File: src/hdl/assert_macros.svh
// Assertion macros used by the top RTL file of the mode finder.
`ifndef ASSERT_MACROS_SVH
`define ASSERT_MACROS_SVH

// Asserts a property on the rising clock edge, ignored while reset is high.
`define SMF_ASSERT(label, prop, msg) \
   label: assert property (@(posedge clock) disable iff (reset) (prop)) else $error(msg);

// Asserts that a condition implies a property in the next cycle.
`define SMF_ASSERT_NEXT(label, cond, prop, msg) \
   label: assert property (@(posedge clock) disable iff (reset) (cond) |=> (prop)) \
      else $error(msg);

`endif

File: src/hdl/smf_pkg.sv
// Package with the types, constants and a helper function of the mode finder.
package smf_pkg;

   localparam int TABLE_DEPTH = 256;
   localparam int COUNT_WIDTH = 16;
   localparam int IDX_W = $clog2(TABLE_DEPTH);
   localparam int USED_W = IDX_W + 1;
   localparam int KEY_W = 32;
   localparam int RSP_CNT_W = 16;

   typedef logic [IDX_W-1:0] idx_type;
   typedef logic [USED_W-1:0] used_type;
   typedef logic [COUNT_WIDTH-1:0] cnt_type;

   typedef struct packed {
      logic signed [KEY_W-1:0] sample_value;
      logic last_in_set;
   } req_type;

   typedef struct packed {
      logic signed [KEY_W-1:0] mode_value;
      logic [RSP_CNT_W-1:0] mode_count;
      logic table_overflow;
   } rsp_type;

   typedef struct packed {
      logic signed [KEY_W-1:0] key;
      cnt_type cnt;
   } entry_type;

   typedef struct packed {
      logic we;
      idx_type addr;
      entry_type data;
   } tbl_wr_type;

   typedef struct packed {
      logic key_eq;
      logic key_lt;
      logic cnt_gt;
      logic cnt_eq;
   } cmp_type;

   // Clamps a table count to the width of the result count.
   function automatic logic [RSP_CNT_W-1:0] clamp_count(input cnt_type cnt);
      logic [63:0] wide;
      wide = 64'(cnt);
      if (wide > 64'(2 ** RSP_CNT_W - 1)) begin
         return '1;
      end
      return wide[RSP_CNT_W-1:0];
   endfunction

endpackage

File: src/hdl/smf_cmp.sv
// Shared compare unit for key equality, signed key order and count order.
module smf_cmp (
   input  logic signed [smf_pkg::KEY_W-1:0] a_key,
   input  logic signed [smf_pkg::KEY_W-1:0] b_key,
   input  smf_pkg::cnt_type   a_cnt,
   input  smf_pkg::cnt_type   b_cnt,
   output smf_pkg::cmp_type   result
);
   import smf_pkg::*;

   always_comb begin
      result.key_eq = (a_key == b_key);
      result.key_lt = (a_key < b_key);
      result.cnt_gt = (a_cnt > b_cnt);
      result.cnt_eq = (a_cnt == b_cnt);
   end

endmodule

File: config.mk
export PLATFORM = sky130hd
export DESIGN_NAME = smf_cmp
export DESIGN_NICKNAME = d
export VERILOG_FILES = /design/src/hdl/assert_macros.svh /design/src/hdl/smf_pkg.sv /design/src/hdl/smf_cmp.sv
export SDC_FILE = /design/constraint.sdc
export NUM_CORES = 1
export LEC_CHECK = 0
export ABC_AREA = 1
export BUFFER_PORTS_ARGS = -buffer_cell sky130_fd_sc_hd__buf_2
export CAP_MARGIN = 30
export CORE_UTILIZATION = 25
export DETAILED_ROUTE_END_ITERATION = 10
export GPL_TIMING_DRIVEN = 0
export SLEW_MARGIN = 20
export SYNTH_ARGS = -nofsm -noshare
export SYNTH_HDL_FRONTEND = slang
export SYNTH_SLANG_ARGS = --single-unit
export TNS_END_PERCENT = 30
File: constraint.sdc
create_clock -name vclk -period 1.85
set_clock_uncertainty 0.05 [all_clocks]
set_input_delay 0.185 -clock vclk [all_inputs]
set_output_delay 0.185 -clock vclk [all_outputs]
set_load 0.05 [all_outputs]
==> results.toml <==
[synthesis]
syn_area_per_cell_um2 = 6.32
ys_top_cells_by_count = "sky130_fd_sc_hd__inv_1, sky130_fd_sc_hd__ha_1, sky130_fd_sc_hd__nand2_1, sky130_fd_sc_hd__a21oi_1, sky130_fd_sc_hd__nor2_1"
yosys.cell_types.count = 21
synth_top_area_cell = "sky130_fd_sc_hd__ha_1"
ys_seq_area_share_pct = 0
synth.top_cell.area_share_pct = 45.2
synth-warning-count = 0
synthesis.area_um2 = 1330
syn_nets = 354
netlist_instances = 210
netlist_top_cells_area = "sky130_fd_sc_hd__ha_1, sky130_fd_sc_hd__inv_1, sky130_fd_sc_hd__nand2_1"
post-synth-top-count-cell = "sky130_fd_sc_hd__inv_1"

[die]
boundary_pin_count = 100
initial_cell_density_of_the_core_pct = 26.0
die_h_um = 74.9
die_width_um = 74.9
dieArea_um2 = 5610
core_region_area_um2 = 5110
num_rows = 26

[placement]
setup_slack_at_placement_ps = 23.1
placed_cell_area_um2 = 2070
portBuffers = 100
dpl.hpwl_mm = 2.81
globalplace.congestion = 0.687

[detailed_routing]
route.vias.total = 1529
first_pass_iters = 4
route.detailed.wl_per_inst_um = 7.70
drt-initial-drc-count = 9
drt_wl_total_mm = 2.93
average_via_count_per_standard_cell = 4.02
route.detailed.drc = 0
antenna_violating_nets_post_route = 0

[sta]
final.min_clock_period_ps = 1750
max_slew_margin_pct = 79.4
worst_setup_margin_ps = 97.5
finalSetupViolCount = 0
fin_crit_sh_pct = 94.7
timing_worst_slew_pin_value_ps = 307
finalHoldWorstSlack_ps = 888
hold_viol_final = 0
fin_tns_setup_ps = 0
fmax_mhz = 571
final-max-slew-violation-count = 0
rsz0062_at_grt = "true"

[setup_path]
startpoint = "b_cnt[13]"
critPathMaxFanout = 3
critical_path_buf_inv_count = 3
max_stage_delay_ps = 350
worst-endpoint-required_ps = 1620
arrival_time_reported_for_the_critical_path_endpoint_ps = 1520
crit_chain = "buf_2 > inv_12 > ha_4 > nand2_4 > nor2_4 > nand3_2 > nor4_4 > buf_4"
critical-path-top-delay-family = "simple AND/OR/NAND/NOR gates"
endpoint = "result[0]"
end_kind = "output pin"
crit_cells = 8
worst_setup_path_category = "primary input to output pin"
crit_slowest_cell = "sky130_fd_sc_hd__nor4_4"
nature_of_the_critical_path_startpoint = "primary input"

[global_routing]
maximum_number_of_pins_on_one_net_before_global_route_repair = 5
first_global_vias = 1301
overflow = 0
globalRouteTotalUtil_pct = 9.97
grt_first_pass_wirelength_mm = 4.71
grt_antenna_before_repair = 0

[layout]
seq_cell_count = 0
seqCellArea_um2 = 0
insertedDiodeCount = 0
final_design_area_no_fill_um2 = 2100
share_of_cells_above_drive_strength_1_pct = 44.2
fin_util_pct = 41.1
clockBufferCount = 0
fin_nets = 456
layout-area-overhead-vs-synth_pct = 58.0

[worst_hold_path]
timing.hold.worst.class = "primary input to output pin"

[power_and_ir_drop]
comb_power_share_pct = 100.0
vdd_drop_max_v = 0.000110
cellPowerDensity_nw_per_um2 = 209
pwr-share-seq_pct = 0
power_switching_w = 0.000224
p_int_w = 0.000214
clockPowerShare_pct = 0
p_leak_nw = 1.31
power.share.switching_pct = 51.2

[flow_run]
max_cap_violations = 0

[clock_tree]
holdBufCountCts = 0

[run_status]
status = "finished clean"
==> what timing repair did <==
| action | 4_1_cts | 5_1_grt |
|---|---|---|
| gates resized for setup | 0 | 8 |
| setup endpoints to repair | 0 | 3 |
| buffers inserted | 0 | 0 |
==> how the worst min path moves through the flow <==
stage,startpoint,end,cells after the start
6_report,a_key[31],result[2],6
5_1_grt,a_key[31],result[2],6
3_3_place_gp,a_key[31],result[2],6
3_5_place_dp,a_key[31],result[2],6
2_1_floorplan,b_cnt[0],result[0],3
4_1_cts,a_key[31],result[2],6
==> per-stage QoR <==
step | std cells | power, W
2_1_floorplan | 210 | 0.000274
3_3_place_gp | 380 | 0.000425
3_5_place_dp | 380 | 0.000433
4_1_cts | 380 | 0.000436
5_1_grt | 380 | 0.000507
6_report | 380 | 0.000438
==> tightest hold or removal path, stage by stage <==
cell and delay [ps]:
sky130_fd_sc_hd__buf_2 110, sky130_fd_sc_hd__ha_4 150, sky130_fd_sc_hd__inv_1 40, sky130_fd_sc_hd__nand2_1 50, sky130_fd_sc_hd__nand2_1 40, sky130_fd_sc_hd__buf_4 180
==> layout by cell type, fill, tap and decap left out, drive strengths merged <==
cell | netlist | final
and3b | 1 | 1
o21a | 1 | 1
buf | 0 | 100
o21ai | 5 | 5
ha | 48 | 48
nand3 | 4 | 4
a21oi | 22 | 22
and2 | 1 | 1
nand2 | 46 | 46
nand4 | 3 | 3
inv | 60 | 60
o211ai | 1 | 1
nor4 | 1 | 1
nor2 | 15 | 15
nor3 | 1 | 1
a21o | 1 | 1
==> layer usage <==
layer / vias up / global-route usage (%) / routed length [um]
li1: 865 / - / -
met1: 604 / 12.8 / 1390
met2: 60 / 19.0 / 1270
met3: 0 / 0.937 / 258
met4: 0 / 0 / 0
met5: - / 0 / 0
==> power by group through the flow <==
stage	combinational, W	clock, W	sequential, W
CTS	0.000436	0	0
finish	0.000438	0	0
global placement	0.000425	0	0
global route	0.000507	0	0
detailed placement	0.000433	0	0
floorplan	0.000274	0	0
==> kinds of logic after synthesis <==
logic type	share of synthesized area, %
and+or+nand+nor	25.8
buffers and inverters	17.0
adders and majority gates	45.2
AOI/OAI and AO/OA	12.0
==> final cells by class <==
class / count / area (um2)
timing repair buffer: 100 / 505
tap: 70 / 87.6
fill: 546 / 3010
multi-input combinational: 150 / 1250
inverter: 60 / 250
Note: power is estimated with default switching activity, not from simulation.
